==> config.mk <==
export PLATFORM = sky130hd
export DESIGN_NAME = two_class_fifo_oldest_first_unit
export DESIGN_NICKNAME = d
export VERILOG_FILES = /design/src/sv/tcf_pkg.sv /design/src/sv/tcf_fifo.sv /design/src/sv/tcf_ctrl.sv /design/src/sv/tcf_dp.sv /design/src/sv/two_class_fifo_oldest_first_unit.sv
export VERILOG_INCLUDE_DIRS = /design/src /design/src/sv
export SDC_FILE = /design/constraint.sdc
export NUM_CORES = 1
export LEC_CHECK = 0
export ABC_CLOCK_PERIOD_IN_PS = 5020
export BUFFER_PORTS_ARGS = -buffer_cell sky130_fd_sc_hd__buf_2
export CORE_MARGIN = 2
export CORE_UTILIZATION = 60
export CTS_BUF_LIST = sky130_fd_sc_hd__clkbuf_8 sky130_fd_sc_hd__clkbuf_16
export DETAILED_ROUTE_END_ITERATION = 12
export HOLD_SLACK_MARGIN = 0.1
export PLACE_DENSITY = 0.74
export SLEW_MARGIN = 20
export SYNTH_ARGS = -nofsm -noshare
export SYNTH_HDL_FRONTEND = slang
export SYNTH_SLANG_ARGS = --single-unit
==> constraint.sdc <==
create_clock -name clk -period 5.02 [get_ports clk]
set_input_delay 1.004 -clock clk [delete_from_list [all_inputs] [get_ports clk]]
set_output_delay 1.004 -clock clk [all_outputs]
set_load 0.02 [all_outputs]
==> src/sv/two_class_fifo_oldest_first_unit_macros.svh <==
// ---------------------------------------------------------------------------
// Assertion macros for the two-class FIFO unit.
// Shared immediate-implication and next-cycle property forms.
// ---------------------------------------------------------------------------
`ifndef TWO_CLASS_FIFO_OLDEST_FIRST_UNIT_MACROS_SVH
`define TWO_CLASS_FIFO_OLDEST_FIRST_UNIT_MACROS_SVH

// Antecedent implies consequent in the same cycle.
`define TCF_ASSERT_SAME(label, clk, rst_n, ante, cons) \
	label: assert property (@(posedge clk) disable iff (!rst_n) (ante) |-> (cons)) \
		else $error("same-cycle property failed");

// Antecedent implies consequent in the following cycle.
`define TCF_ASSERT_NEXT(label, clk, rst_n, ante, cons) \
	label: assert property (@(posedge clk) disable iff (!rst_n) (ante) |=> (cons)) \
		else $error("next-cycle property failed");

`endif

==> src/sv/tcf_pkg.sv <==
`timescale 1ns / 1ps
// ---------------------------------------------------------------------------
// tcf_pkg
// Types, codes and defaults shared by the two-class FIFO unit.
// ---------------------------------------------------------------------------
package tcf_pkg;

	localparam int DEPTH_DEF     = 16;
	localparam int TAG_WIDTH_DEF = 16;

	localparam int OPCODE_W = 2;
	localparam int KIND_W   = 2;
	localparam int TAG_IO_W = 16;
	localparam int STATUS_W = 3;

	typedef enum logic [OPCODE_W-1:0] {
		OP_ENQ     = 2'd0,
		OP_DEQ_ANY = 2'd1,
		OP_DEQ0    = 2'd2,
		OP_DEQ1    = 2'd3
	} op_t;

	localparam logic [KIND_W-1:0] KIND_C0 = 2'd0;
	localparam logic [KIND_W-1:0] KIND_C1 = 2'd1;

	typedef enum logic [STATUS_W-1:0] {
		ST_ENQ     = 3'd0,
		ST_UNKNOWN = 3'd1,
		ST_FULL    = 3'd2,
		ST_DEQ     = 3'd3,
		ST_NONE    = 3'd4
	} status_t;

	typedef struct packed {
		logic load;
		logic exec;
	} cmd_t;

endpackage

==> src/sv/tcf_fifo.sv <==
`timescale 1ns / 1ps
`include "two_class_fifo_oldest_first_unit_macros.svh"
// ---------------------------------------------------------------------------
// tcf_fifo
// One class queue: entry memory, head and tail pointers, fill count.
// ---------------------------------------------------------------------------
module tcf_fifo #(
	parameter int DEPTH       = tcf_pkg::DEPTH_DEF,
	parameter int TAG_WIDTH   = tcf_pkg::TAG_WIDTH_DEF,
	parameter int STAMP_WIDTH = $clog2(tcf_pkg::DEPTH_DEF) + 2
) (
	input  logic                   clk,
	input  logic                   arst_n,
	input  logic                   push,
	input  logic                   pop,
	input  logic [TAG_WIDTH-1:0]   wr_tag,
	input  logic [STAMP_WIDTH-1:0] wr_stamp,
	output logic [TAG_WIDTH-1:0]   head_tag,
	output logic [STAMP_WIDTH-1:0] head_stamp,
	output logic                   empty,
	output logic                   full
);

	localparam int AW = $clog2(DEPTH);
	localparam int CW = $clog2(DEPTH + 1);
	localparam int EW = TAG_WIDTH + STAMP_WIDTH;

	logic [EW-1:0] mem [DEPTH];
	logic [EW-1:0] rd_q;
	logic [AW-1:0] head_q;
	logic [AW-1:0] tail_q;
	logic [CW-1:0] cnt_q;

	always_ff @(posedge clk) begin
		if (push) begin
			mem[tail_q] <= {wr_tag, wr_stamp};
		end
		rd_q <= mem[head_q];
	end

	always_ff @(posedge clk or negedge arst_n) begin
		if (!arst_n) begin
			head_q <= '0;
			tail_q <= '0;
			cnt_q  <= '0;
		end else begin
			if (push) begin
				tail_q <= (tail_q == AW'(DEPTH - 1)) ? '0 : tail_q + AW'(1);
			end
			if (pop) begin
				head_q <= (head_q == AW'(DEPTH - 1)) ? '0 : head_q + AW'(1);
			end
			if (push && !pop) begin
				cnt_q <= cnt_q + CW'(1);
			end else if (pop && !push) begin
				cnt_q <= cnt_q - CW'(1);
			end
		end
	end

	assign head_tag   = rd_q[EW-1:STAMP_WIDTH];
	assign head_stamp = rd_q[STAMP_WIDTH-1:0];
	assign empty      = (cnt_q == '0);
	assign full       = (cnt_q == CW'(DEPTH));

	`TCF_ASSERT_SAME(a_cnt_bound, clk, arst_n, 1'b1, cnt_q <= CW'(DEPTH))
	`TCF_ASSERT_SAME(a_no_push_full, clk, arst_n, push, !full && !pop)
	`TCF_ASSERT_NEXT(a_pop_drops, clk, arst_n, pop && !empty, cnt_q == $past(cnt_q) - CW'(1))

endmodule

==> src/sv/tcf_ctrl.sv <==
`timescale 1ns / 1ps
`include "two_class_fifo_oldest_first_unit_macros.svh"
// ---------------------------------------------------------------------------
// tcf_ctrl
// Sequencer: takes a command, runs the execute cycle, strobes the result.
// ---------------------------------------------------------------------------
module tcf_ctrl (
	input  logic          clk,
	input  logic          arst_n,
	input  logic          start,
	output logic          busy,
	output logic          done,
	output tcf_pkg::cmd_t cmd
);

	import tcf_pkg::*;

	typedef enum logic [1:0] {
		S_IDLE = 2'b01,
		S_EXEC = 2'b10
	} state_t;

	state_t state_q;
	logic   done_q;

	always_ff @(posedge clk or negedge arst_n) begin
		if (!arst_n) begin
			state_q <= S_IDLE;
			done_q  <= 1'b0;
		end else begin
			done_q <= (state_q == S_EXEC);
			case (state_q)
				S_IDLE: begin
					if (start) begin
						state_q <= S_EXEC;
					end
				end
				S_EXEC: begin
					state_q <= S_IDLE;
				end
				default: begin
					state_q <= S_IDLE;
				end
			endcase
		end
	end

	assign busy     = (state_q != S_IDLE);
	assign done     = done_q;
	assign cmd.load = start && (state_q == S_IDLE);
	assign cmd.exec = (state_q == S_EXEC);

	`TCF_ASSERT_NEXT(a_load_exec, clk, arst_n, cmd.load, cmd.exec)
	`TCF_ASSERT_NEXT(a_exec_done, clk, arst_n, cmd.exec, done && !busy)
	`TCF_ASSERT_SAME(a_done_idle, clk, arst_n, done, !cmd.exec)

endmodule

==> src/sv/tcf_dp.sv <==
`timescale 1ns / 1ps
// ---------------------------------------------------------------------------
// tcf_dp
// Datapath: command latch, both class queues, arrival stamp, result registers.
// ---------------------------------------------------------------------------
module tcf_dp #(
	parameter int DEPTH     = tcf_pkg::DEPTH_DEF,
	parameter int TAG_WIDTH = tcf_pkg::TAG_WIDTH_DEF
) (
	input  logic                          clk,
	input  logic                          arst_n,
	input  tcf_pkg::cmd_t                 cmd,
	input  logic [tcf_pkg::OPCODE_W-1:0]  opcode,
	input  logic [tcf_pkg::KIND_W-1:0]    kind,
	input  logic [tcf_pkg::TAG_IO_W-1:0]  tag_in,
	output logic [tcf_pkg::TAG_IO_W-1:0]  tag_out,
	output logic                          kind_out,
	output logic [tcf_pkg::STATUS_W-1:0]  status
);

	import tcf_pkg::*;

	localparam int SW = $clog2(DEPTH) + 2;

	op_t                 op_q;
	logic [KIND_W-1:0]   kind_q;
	logic [TAG_IO_W-1:0] tag_q;
	logic [SW-1:0]       stamp_q;

	logic [TAG_WIDTH-1:0] head_tag0, head_tag1;
	logic [SW-1:0]        head_stamp0, head_stamp1;
	logic                 empty0, empty1, full0, full1;
	logic                 push0, push1, pop0, pop1;
	logic [SW-1:0]        stamp_diff;
	logic                 older0;
	logic                 take0;

	logic [TAG_IO_W-1:0] res_tag;
	logic                res_kind;
	status_t             res_st;

	logic [TAG_IO_W-1:0] tag_out_q;
	logic                kind_out_q;
	status_t             status_q;

	always_ff @(posedge clk) begin
		if (cmd.load) begin
			op_q   <= op_t'(opcode);
			kind_q <= kind;
			tag_q  <= tag_in;
		end
		if (cmd.exec) begin
			tag_out_q  <= res_tag;
			kind_out_q <= res_kind;
			status_q   <= res_st;
		end
	end

	always_ff @(posedge clk or negedge arst_n) begin
		if (!arst_n) begin
			stamp_q <= '0;
		end else if (push0 || push1) begin
			stamp_q <= stamp_q + SW'(1);
		end
	end

	tcf_fifo #(
		.DEPTH       (DEPTH),
		.TAG_WIDTH   (TAG_WIDTH),
		.STAMP_WIDTH (SW)
	) u_fifo0 (
		.clk        (clk),
		.arst_n     (arst_n),
		.push       (push0),
		.pop        (pop0),
		.wr_tag     (TAG_WIDTH'(tag_q)),
		.wr_stamp   (stamp_q),
		.head_tag   (head_tag0),
		.head_stamp (head_stamp0),
		.empty      (empty0),
		.full       (full0)
	);

	tcf_fifo #(
		.DEPTH       (DEPTH),
		.TAG_WIDTH   (TAG_WIDTH),
		.STAMP_WIDTH (SW)
	) u_fifo1 (
		.clk        (clk),
		.arst_n     (arst_n),
		.push       (push1),
		.pop        (pop1),
		.wr_tag     (TAG_WIDTH'(tag_q)),
		.wr_stamp   (stamp_q),
		.head_tag   (head_tag1),
		.head_stamp (head_stamp1),
		.empty      (empty1),
		.full       (full1)
	);

	// Class 0 is older when the stamp distance lies in the lower half, excluding zero.
	assign stamp_diff = head_stamp1 - head_stamp0;
	assign older0     = (stamp_diff != '0) && !stamp_diff[SW-1];

	always_comb begin
		push0    = 1'b0;
		push1    = 1'b0;
		pop0     = 1'b0;
		pop1     = 1'b0;
		take0    = 1'b0;
		res_tag  = '0;
		res_kind = 1'b0;
		res_st   = ST_NONE;
		case (op_q)
			OP_ENQ: begin
				if (kind_q == KIND_C0) begin
					res_st = full0 ? ST_FULL : ST_ENQ;
					push0  = cmd.exec && !full0;
				end else if (kind_q == KIND_C1) begin
					res_st = full1 ? ST_FULL : ST_ENQ;
					push1  = cmd.exec && !full1;
				end else begin
					res_st = ST_UNKNOWN;
				end
			end
			OP_DEQ_ANY, OP_DEQ0, OP_DEQ1: begin
				if (op_q == OP_DEQ_ANY) begin
					take0 = empty1 ? 1'b1 : (empty0 ? 1'b0 : older0);
				end else begin
					take0 = (op_q == OP_DEQ0);
				end
				if (take0 && !empty0) begin
					res_st  = ST_DEQ;
					res_tag = TAG_IO_W'(head_tag0);
					pop0    = cmd.exec;
				end else if (!take0 && !empty1) begin
					res_st   = ST_DEQ;
					res_tag  = TAG_IO_W'(head_tag1);
					res_kind = 1'b1;
					pop1     = cmd.exec;
				end
			end
			default: begin
				res_st = ST_NONE;
			end
		endcase
	end

	assign tag_out  = tag_out_q;
	assign kind_out = kind_out_q;
	assign status   = status_q;

endmodule

==> src/sv/two_class_fifo_oldest_first_unit.sv <==
`timescale 1ns / 1ps
// ---------------------------------------------------------------------------
// two_class_fifo_oldest_first_unit
// Two class queues with arrival stamps; dequeue by class or oldest first.
// ---------------------------------------------------------------------------
//  Channel   Direction  Handshake      Payload
//  command   in         start / busy   opcode, kind, tag_in
//  result    out        done           tag_out, kind_out, status
//
// Each command runs through an accept cycle, in which the registered
// head reads of both entry memories settle, and an execute cycle.
// A new command can be accepted in the cycle in which done is high.
// Reset clears pointers, counts and the arrival stamp; the entry memories
// are not cleared and the head of an empty queue is never used.
// The receiver cannot stall; done is high for exactly one cycle per beat.
// ---------------------------------------------------------------------------
module two_class_fifo_oldest_first_unit #(
	parameter int DEPTH     = tcf_pkg::DEPTH_DEF,
	parameter int TAG_WIDTH = tcf_pkg::TAG_WIDTH_DEF
) (
	input  logic                          clk,
	input  logic                          arst_n,
	input  logic                          start,
	output logic                          busy,
	input  logic [tcf_pkg::OPCODE_W-1:0]  opcode,
	input  logic [tcf_pkg::KIND_W-1:0]    kind,
	input  logic [tcf_pkg::TAG_IO_W-1:0]  tag_in,
	output logic                          done,
	output logic [tcf_pkg::TAG_IO_W-1:0]  tag_out,
	output logic                          kind_out,
	output logic [tcf_pkg::STATUS_W-1:0]  status
);

	import tcf_pkg::*;

	cmd_t cmd;

	tcf_ctrl u_ctrl (
		.clk    (clk),
		.arst_n (arst_n),
		.start  (start),
		.busy   (busy),
		.done   (done),
		.cmd    (cmd)
	);

	tcf_dp #(
		.DEPTH     (DEPTH),
		.TAG_WIDTH (TAG_WIDTH)
	) u_dp (
		.clk      (clk),
		.arst_n   (arst_n),
		.cmd      (cmd),
		.opcode   (opcode),
		.kind     (kind),
		.tag_in   (tag_in),
		.tag_out  (tag_out),
		.kind_out (kind_out),
		.status   (status)
	);

endmodule
# Yosys cells after proc, flatten, opt, wreduce, memory -nomap -nowiden
# Memories as Yosys holds them, arrays and structs flattened. A register that Yosys moved wholly into a read port is not among the register bits.
# Index checks and enable logic that the tools add are counted.
# word_totals
ff_bits	75
ramBits	704
n_memories	2
# classes
n_addsub	10
eq_ne	14
mux	38
bitwise_logic	1
n_reduce_logical	30
# mem_list
name	depth	width	read_ports	rd_ports_with_merged_regs	write_ports	line	rtl
u_dp.u_fifo0.mem	16	22	1	1	1	tcf_fifo.sv:28	logic [EW-1:0] mem [DEPTH];
u_dp.u_fifo1.mem	16	22	1	1	1	tcf_fifo.sv:28	
# ops
cell	n
$mux W16	2
$mux W5	4
$mux W1	19
$add A4 B1 Y4 const B	4
$eq A4 B4 Y1 const B	4
$mux W4	4
$mux W3	4
$add A5 B1 Y5 const B	2
$eq A5 B5 Y1 const B	2
$logic_and A1 B1 Y1	10
$logic_not A1 Y1	10
$logic_not A5 Y1	2
$sub A5 B1 Y5 const B	2
$mux W2	4
$add A6 B1 Y6 const B	1
$eq A2 B1 Y1 const B	3
$eq A2 B2 Y1 const B	3
$pmux W3 S2	1
$reduce_bool A6 Y1	1
$sub A6 B6 Y6	1
$logic_not A2 Y1	2
$reduce_bool A2 Y1	2
$reduce_or A3 Y1	1
$ne A2 B1 Y1 const B	1
other kinds (4)	4

# Depth between registers and ports, before layout
# Gate-level depths: netlist (run 1).
# depth
depth_word	15
mapped_depth	17
mapped_depth_nobuf	17

# By module
# Synthesis (run 1) repeated with hierarchy kept, for this count alone.
# hier_totals
cells_unflattened	1535
hier_area_um2	31504.0
# by_module_without_submodules
mod	instances	cells_per_inst	area_each_um2	seq_area_each_um2
tcf_fifo at u_dp.u_fifo0	1	668	14481.4	11335.9
tcf_fifo at u_dp.u_fifo1	1	667	14476.4	11335.9
tcf_dp	1	192	2432.3	1351.3
tcf_ctrl	1	8	113.9	76.3

# Worst setup path before layout (run 1)
# OpenSTA, ideal clock, no wires.
# synth_timing
path_kind	flip-flop to flip-flop
from	register u_dp.op_q[1]
to	memory u_dp.u_fifo0.mem[0][0] in the netlist's numbering (enable)
setup_time_ns	0.429
arrival_time_ns	3.165
required_time_ns	4.591
path_slack_ns	1.426
stages_incl_launch_ff	8
path_buffers	2
cell_sequence	edfxtp_1 clkbuf_1 nor2_1 or4b_1 a21oi_1 buf_2 nand2_1 nor3_1
# synth_between
elab_chain_len	4
# synth_rtl
item	line	rtl
start: declaration	tcf_dp.sv:25	op_t op_q;
start signal: assignment	tcf_dp.sv:48	op_q <= op_t'(opcode);
$logic_not A2 Y1	tcf_dp.sv:114	case (op_q)
$mux W1	tcf_dp.sv:114	
named net u_dp.push0	tcf_dp.sv:33	logic push0, push1, pop0, pop1;
$mux W1	tcf_fifo.sv:35	if (push) begin
$mux W1 (not written as such)	tcf_fifo.sv:36	mem[tail_q] <= {wr_tag, wr_stamp};
end: declaration	tcf_fifo.sv:28	
# The timed path passes the listed nets, and every way through them passes these cells.

# Worst setup path after layout (run 1)
# layout_timing
from	register u_dp.u_fifo1.rd_q[0], read port of u_dp.u_fifo1.mem
to	register u_dp.u_fifo0.cnt_q[4]
# layout_between
elab_chain_len	13
elab_cells_between_ends	16
classes_between	add/sub: 1; mux: 7; reduce/logical: 8
# layout_rtl
item	line	rtl
start: declaration	tcf_fifo.sv:29	logic [EW-1:0] rd_q;
$sub A6 B6 Y6 *	tcf_dp.sv:102	assign stamp_diff = head_stamp1 - head_stamp0;
$reduce_bool A6 Y1 or $logic_not A1 Y1 (tied branches)	tcf_dp.sv:103	assign older0 = (stamp_diff != '0) && !stamp_diff[SW-1];
$logic_and A1 B1 Y1 *	tcf_dp.sv:103	
$mux W1 * (2 in series)	tcf_dp.sv:128	take0 = empty1 ? 1'b1 : (empty0 ? 1'b0 : older0);
$mux W1 *	tcf_dp.sv:127	if (op_q == OP_DEQ_ANY) begin
$mux W1 *	tcf_dp.sv:114	
$logic_and A1 B1 Y1 *	tcf_dp.sv:132	if (take0 && !empty0) begin
$mux W1 *	tcf_dp.sv:132	
$mux W1 *	tcf_dp.sv:114	
$logic_not A1 Y1	tcf_fifo.sv:53	if (push && !pop) begin
$logic_and A1 B1 Y1	tcf_fifo.sv:53	
$mux W5 or $reduce_bool A2 Y1 (tied branches)	--	
end signal: assignment	tcf_fifo.sv:54	cnt_q <= cnt_q + CW'(1);
end signal: assignment	tcf_fifo.sv:56	cnt_q <= cnt_q - CW'(1);
end: declaration	tcf_fifo.sv:32	logic [CW-1:0] cnt_q;
# Every way passes the cells marked *; elsewhere a longest branch is shown, timed or not. The select of a mux whose other input is x is not followed.
# A chain may end at the register's enable or synchronous reset.

==> results of run 1 <==
[worst reg2reg max path: cells and delay by family, from the launching register on]
family	cells	cell delay [ns]
flip-flops	1	0.31
XOR/XNOR	3	0.49
AO/OA/AOI/OAI	5	0.95
AND/OR/NAND/NOR	3	0.34
buffers and inverters	3	0.51
adder cells (fa/ha/maj)	4	1.15
[synth_stat cells, drive strengths merged, types with 3 or more instances]
cell type and n:
nor2 30, a22o 18, fa 3, buf 39, nor4 3, a21o 5
nor2b 3, mux2i 144, xnor2 15, o21ai 87, nand3 10, and2 11
nand2b 6, a22oi 44, a221oi 44, mux4 88, edfxtp 744, mux2 39
nand2 90, nand4b 3, ha 24, inv 21, xor2 9, dfrtp 34
a31oi 3, a21oi 57, nor3 9, dfxtp 44, clkbuf 47
[state kept, by name, summed over array words and instances, names as in the netlist, 5 cells and up]
signal	cells
u_dp.stamp_q	6
u_dp.tag_out	16
u_dp.tag_q	16
u_dp.u_fifo0.cnt_q	5
u_dp.u_fifo0.mem	352
u_dp.u_fifo0.rd_q	22
u_dp.u_fifo1.cnt_q	5
u_dp.u_fifo1.mem	352
u_dp.u_fifo1.rd_q	22
[cell type report]
class                           instances  area (um^2)
Tap cell                              688          861
Multi-Input combinational cell        764         7100
Clock buffer                           87         2110
Clock inverter                         63          593
Timing Repair Buffer                  103          781
Sequential cell                       823        24100
Fill cell                            3258        16600
Inverter                               21         78.8
[layer usage]
metal,global-route usage,vias up
met3,0.0527,127
met5,0,-
met4,0.104,0
met1,0.368,8333
li1,-,6986
met2,0.397,843
[where the power goes]
| group | internal [W] | switching (W) |
|---|---|---|
| logic | 0.00150 | 0.00159 |
| clock network | 0.00356 | 0.00252 |
| registers | 0.00786 | 0.000435 |
[logic make-up after synthesis]
logic type	Yosys count	share of synthesized area
AOI/OAI and AO/OA	267	0.0557
muxes	271	0.123
DFF	823	0.764
and+or+nand+nor	175	0.0254
buffers and inverters	107	0.0138
adders and majority gates	27	0.0114
xor gates and xnor gates	24	0.00667
[layout by cell type, fill, tap and decap left out, types with 4 or more instances in the layout]
cell        instances
and2_1              9
dfrtp_2             6
clkbuf_8            6
nand2_1            89
xnor2_1            15
clkbuf_16          81
a221oi_1           44
clkinv_2           14
nand2b_1            6
ha_1               24
inv_1              40
buf_12              4
a22oi_1            44
mux2_2             37
dfxtp_1            44
mux4_2             88
bufinv_16          10
a21o_1              5
buf_2              44
xor2_1              9
buf_8               9
clkinvlp_4          4
a21oi_1            57
mux2i_1           144
dfrtp_1            26
nand3_1            10
nor2_1             14
o21ai_0            87
nor3_2              8
edfxtp_1          744
clkinv_1            9
buf_4              46
a22o_1             18
inv_6               4
nor2_2             16
[per-stage QoR]
step | total power (W) | area (um^2)
final | 0.0175 | 35600
after CTS | 0.0175 | 35500
after global routing | 0.0181 | 35600
after floorplan | 0.0107 | 31500
after detailed placement | 0.0115 | 32800
after global placement | 0.0114 | 32800
[worst paths after layout]
check                                 startpoint                     end  cells past startpoint  slack, ns
max in group asynchronous                 arst_n  u_dp.u_fifo0.head_q[0]                      1       3.88
hold / removal                            arst_n   u_dp.u_fifo1.cnt_q[2]                      1       0.48
setup reg to reg            u_dp.u_fifo1.rd_q[0]   u_dp.u_fifo0.cnt_q[4]                     18       1.15
setup / recovery            u_dp.u_fifo1.rd_q[0]   u_dp.u_fifo0.cnt_q[4]                     18       1.15
hold reg to reg            u_dp.u_fifo1.cnt_q[4]   u_dp.u_fifo1.cnt_q[4]                      1       0.49
min in group clk           u_dp.u_fifo1.cnt_q[4]   u_dp.u_fifo1.cnt_q[4]                      1       0.49
==> summary.txt, run 1 <==
Worst path slowest cell - fa_1
Data arrival time of the worst path - 4.37 ns
Syn Inst Count - 1694
Mapped Avg Cell Area - 18.6 um^2
DR iter-0 viols - 1798
Clk sinks - 823
CP max stage delay - 0.41 ns
Post-DR wirelength/cell - 27.0 um
Routed Antenna Nets - 0
Die X - 233 um
Initial antenna violation count - 0
Metal2 WL - 32300 um
Fin crit share - 0.771
Pwr per Cell Area - 490 nW/um^2
Clk_skew - 0.0259 ns
Vias in the first global route - 16200
Syn_nets - 1744
Final setup fails - 0
Setup bufs post-CTS - 0
Largest net degree at the start of global routing - 71
Total track usage - 0.258
Residual DRC count - 0
Total Wirelength - 68700 um
Die Y - 233 um
P_leak - 12.2 nW
Fmax - 258 MHz
WS Path Type - reg -> reg
Global-route wire length before repair - 101000 um
Grt ovf - 0
Placed Instances - 2390
Worst endpoint required time - 5.52 ns
Area contributors post-synth - edfxtp_1, mux4_2, mux2i_1
CTS Root Cell - clkbuf_16
Worst path bufs/invs - 3
Pre-CTS WS - 1.16 ns
Initial core utilization - 0.604
Area of the core - 52200 um^2
Crit path top cell by count - ha_1
Worst Setup End Kind - flop
Post-synth top area share - 0.709
Fin nets - 1843
Clock-pin slew on the worst setup and hold paths - 0.06 ns
Metal-1 WL - 28100 um
Crit-path cells - inv_1 -> ha_1 -> fa_1 -> nand2b_1 -> a21oi_1 -> xor2_1 -> o311ai_2 -> a311oi_4 -> buf_4 -> nand2_4 -> ha_1 -> inv_1 -> ha_1 -> a21o_1 -> a21oi_1 -> xnor2_1 -> nor2_1 -> xor2_1
Max Cap Viol - 0
H-tree depth - 3
Fin. Hold Viols - 0
Worst slew pin tran - 1.18 ns
Main synth FF type - edfxtp_1
Cell taking the most area after synthesis - edfxtp_1
Worst Setup Start Kind - flop
Fin Hold WS - 0.480 ns
Min Tclk post-route - 3.87 ns
Final Max Slew Viols - 0
Post-DP HPWL - 37300 um
Top delay family on crit path - adder cells
CTS max path bufs - 3
Final core utilization - 0.682
Worst-path fanout max - 19
# IOs - 45
Area Overhead vs Synth - 13.0%
Layout cell share with drive strength beyond 1 - 0.213
TNS Setup - 0 ns
DR WL met3 - 6050 um
Worst min path class - in -> async
Via-to-Cell Ratio - 6.39
Post-CTS resize count - 0
CTS tree - done
Die Area - 54400 um^2
DR pass1 iterations - 5
I/O Buffers - 44
Post-synth ARST share - 0.0425
Max-Slew Margin vs Limit - 0.216
#FFs+latches synth - 823
CTS Buf Count - 80
Final weighted congestion in routability-driven placement - 0.791
Syn Std Cell Area - 31500 um^2
Status - complete, no violations
Sequential area share after synthesis - 0.764
Syn. warnings - 0
Worst-Skew Late Latency - 0.63 ns
CTS Hold Buffers Added - 0
Final worst slack - 1.15 ns
Worst vdd ir - 323 uV
EDFF count, synth - 744
Netlist cell types - 53
RSZ-0062 raised after global routing - false
Via count - 16300
Antenna cells - 0
Max layer used - met4
Final cell count without fillers - 2549
Row count - 84
Note: power is estimated with default switching activity, not from simulation.
==> run 2: changes to the inputs <==
ABC_AREA = 1   (was default)
ABC_CLOCK_PERIOD_IN_PS = 3300   (was 5020)
CORE_UTILIZATION = 56   (was 60)
PLACE_DENSITY = 0.73   (was 0.74)
clock period = 3.3 ns   (was 5.02 ns; I/O delays follow)
==> summary.txt, run 2 <==
Status - complete, no violations
H-tree depth - 3 (unchanged)
P_leak - 12.5 nW (+2.6%)
Syn. warnings - 0 (unchanged)
Worst min path class - in -> async
Worst slew pin tran - 1.14 ns (-0.0411 ns)
CTS Root Cell - clkbuf_16
Crit-path cells - inv_1 -> ha_2 -> fa_2 -> nand2_1 -> a21oi_1 -> nand3_1 -> nand3_2 -> nand2_2 -> nand2_2 -> nand4_1 -> ha_2 -> inv_2 -> ha_4 -> a21oi_2 -> nor2_1 -> nor2_1 -> nand2_1 -> nand2_1 -> nor2_1 -> xor2_1
Fin. Hold Viols - 0 (unchanged)
Global-route wire length before repair - 116000 um (+15%)
#FFs+latches synth - 823 (unchanged)
Commonest non-fill, non-tap cells in the layout - edfxtp_1, nand2_1, o21ai_0, nor2_1
Antenna cells - 0 (unchanged)
Overall power - 0.0274 W (+57%)
Syn_nets - 2435 (+40%)
Worst Setup End Kind - flop
CTS Buf Count - 81 (+1.3%)
Cell taking the most area after synthesis - edfxtp_1
I/O Buffers - 44 (unchanged)
Netlist cell types - 40 (-25%)
Final worst slack - 0.200 ns (-0.948 ns)
Row count - 87 (+3.6%)
Pre-CTS WS - 0.0727 ns (-1.09 ns)
Top delay family on crit path - adder cells
Clock-pin slew on the worst setup and hold paths - 0.06 ns (about the same)
Final weighted congestion in routability-driven placement - 0.831 (+5.0%)
Largest net degree at the start of global routing - 180 (+150%)
Total track usage - 0.264 (+0.00531)
Worst-Skew Late Latency - 0.63 ns (about the same)
CTS Hold Buffers Added - 0 (unchanged)
Data arrival time of the worst path - 3.60 ns (-0.77 ns)
Worst endpoint required time - 3.80 ns (-1.72 ns)
Vias in the first global route - 19800 (+22%)
Final Max Slew Viols - 0 (unchanged)
Syn Std Cell Area - 31700 um^2 (+0.58%)
Die Y - 242 um (+3.7%)
Worst path bufs/invs - 2 (-1)
FF-to-FF setup slack - 0.20 ns (-0.95 ns)
Area contributors post-synth - edfxtp_1, nand2_1, o21ai_0
Post-synth top area share - 0.704 (-0.00405)
Area Overhead vs Synth - 13.6%
Residual DRC count - 0 (unchanged)
Most frequent cell after synthesis - edfxtp_1
Max-Slew Margin vs Limit - 0.243 (+0.0274)
Main synth FF type - edfxtp_1
Via-to-Cell Ratio - 6.13 (-4.1%)
CTS tree - done
Worst path slowest cell - fa_2
WS Path Type - reg -> reg
Die X - 242 um (+3.7%)
Worst-path fanout max - 4 (-15)
Reg2reg path depth - 20 (+2)
Clk_skew - 0.0221 ns (-0.00381 ns)
Mapped Avg Cell Area - 13.3 um^2 (-29%)
Die Area - 58600 um^2 (+7.6%)
Initial core utilization - 0.565 (-0.0390)
CP max stage delay - 0.52 ns (+0.11 ns)
Min Tclk post-route - 3.10 ns (-0.772 ns)
Total Wirelength - 77500 um (+13%)
Reg-to-reg endpoint - u_dp.u_fifo1.cnt_q[4]
Fin nets - 2514 (+36%)
Max Cap Viol - 0 (unchanged)
CTS max path bufs - 3 (unchanged)
Syn Inst Count - 2385 (+41%)
Fin crit share - 0.939 (+0.168)
# IOs - 45 (unchanged)
Post-synth ARST share - 0.0425 (unchanged)
R2r startpoint - u_dp.u_fifo1.rd_q[0]
Final core utilization - 0.641 (-0.0410)
Worst Setup Start Kind - flop
Layout cell share with drive strength beyond 1 - 0.126 (-0.0872)
Pwr per Cell Area - 760 nW/um^2 (+55%)
DR iter-0 viols - 2459 (+37%)
Fmax - 323 MHz (+25%)
Post-DR wirelength/cell - 23.6 um (-13%)
Final setup fails - 0 (unchanged)
Largest regs - u_dp.u_fifo0.mem (352), u_dp.u_fifo1.mem (352)
Fin Hold WS - 0.139 ns (-0.342 ns)
Grt ovf - 0 (unchanged)
Via count - 20100 (+24%)
Commonest non-fill, non-tap cell in the layout - edfxtp_1
Routed Antenna Nets - 0 (unchanged)
Initial antenna violation count - 1 (+1)
EDFF count, synth - 744 (unchanged)
Post-DP HPWL - 43400 um (+16%)
Clk sinks - 823 (unchanged)
DR pass1 iterations - 6 (+1)
Worst vdd ir - 636 uV (+97%)
Sequential area share after synthesis - 0.760 (-0.00437)
Area of the core - 56200 um^2 (+7.5%)
Post-synth top cells - edfxtp_1, nand2_1, o21ai_0
==> run 2: area by class of cell <==
cell class / instances / area, um^2
clock buffer: 88 / 2130
clock inverter: 63 / 477
fill: 3996 / 20200
inverter: 65 / 249
multi-input combinational: 1359 / 6940
sequential: 823 / 24100
tap: 756 / 946
timing repair buffer: 134 / 1170
==> run 2: how the worst max path moves through the flow <==
stage	from	to	slack (ns)	depth (start not counted)
3_3_place_gp	u_dp.u_fifo1.rd_q[0]	u_dp.u_fifo0.cnt_q[4]	0.16	24
3_5_place_dp	u_dp.u_fifo1.rd_q[0]	u_dp.u_fifo1.cnt_q[4]	0.07	23
2_1_floorplan	u_dp.u_fifo1.rd_q[0]	u_dp.u_fifo0.cnt_q[4]	0.24	24
5_1_grt	u_dp.u_fifo1.rd_q[0]	u_dp.u_fifo1.cnt_q[4]	-0.04	20
4_1_cts	u_dp.u_fifo1.rd_q[0]	u_dp.u_fifo1.cnt_q[4]	0.06	23
6_report	u_dp.u_fifo1.rd_q[0]	u_dp.u_fifo1.cnt_q[4]	0.20	20
==> run 2: kinds of logic (layout without fill, tap and decap cells) <==
| group | after synthesis | in the layout | synth area share |
|---|---|---|---|
| mux | 1 | 1 | 0.000355 |
| flops | 823 | 823 | 0.760 |
| xor+xnor | 14 | 14 | 0.00387 |
| fa+ha+maj | 27 | 27 | 0.0114 |
| simple gates | 819 | 819 | 0.108 |
| compound gates | 498 | 498 | 0.0913 |
| buf+inv | 203 | 350 | 0.0255 |
==> run 2: metal layers <==
layer,vias to the layer above,track usage,wire [um],part of all wire
li1,8961,-,-,-
met1,9983,0.355,30100,0.39
met2,1019,0.439,38000,0.49
met3,182,0.0378,6650,0.086
met4,0,0.105,2700,0.035
met5,-,0,0,0
==> run 2: report_power, final <==
part	switching, W	internal, W	leakage (nW)
registers	0.000500	0.0120	7.56
logic	0.00419	0.00177	3.59
clock network	0.00382	0.00515	1.34
==> run 2: per-stage QoR <==
step	setup TNS, ns	cell area (um^2)	cells
after floorplan	0	31700	2385
after global placement	0	33200	3130
after detailed placement	0	33200	3130
after CTS	0	35800	3281
after global routing	-0.0619	36000	3288
final	0	36000	3288
==> run 2: what timing repair did <==
action / in CTS / in global routing
gates resized for setup: 0 / 14
endpoints found under the hold margin: 0 / 0
endpoints found under the setup margin: 0 / 4
buffers inserted: 0 / 1
==> run 2: worst register-to-register path: cells and delay by family (launching register included) <==
family                     cells  cell delay (ns)
buffers and inverters          2             0.15
AOI/OAI and AO/OA              2             0.27
adders and majority gates      4             1.18
DFF                            1             0.30
and+or+nand+nor               11             0.95
xor gates and xnor gates       1             0.13
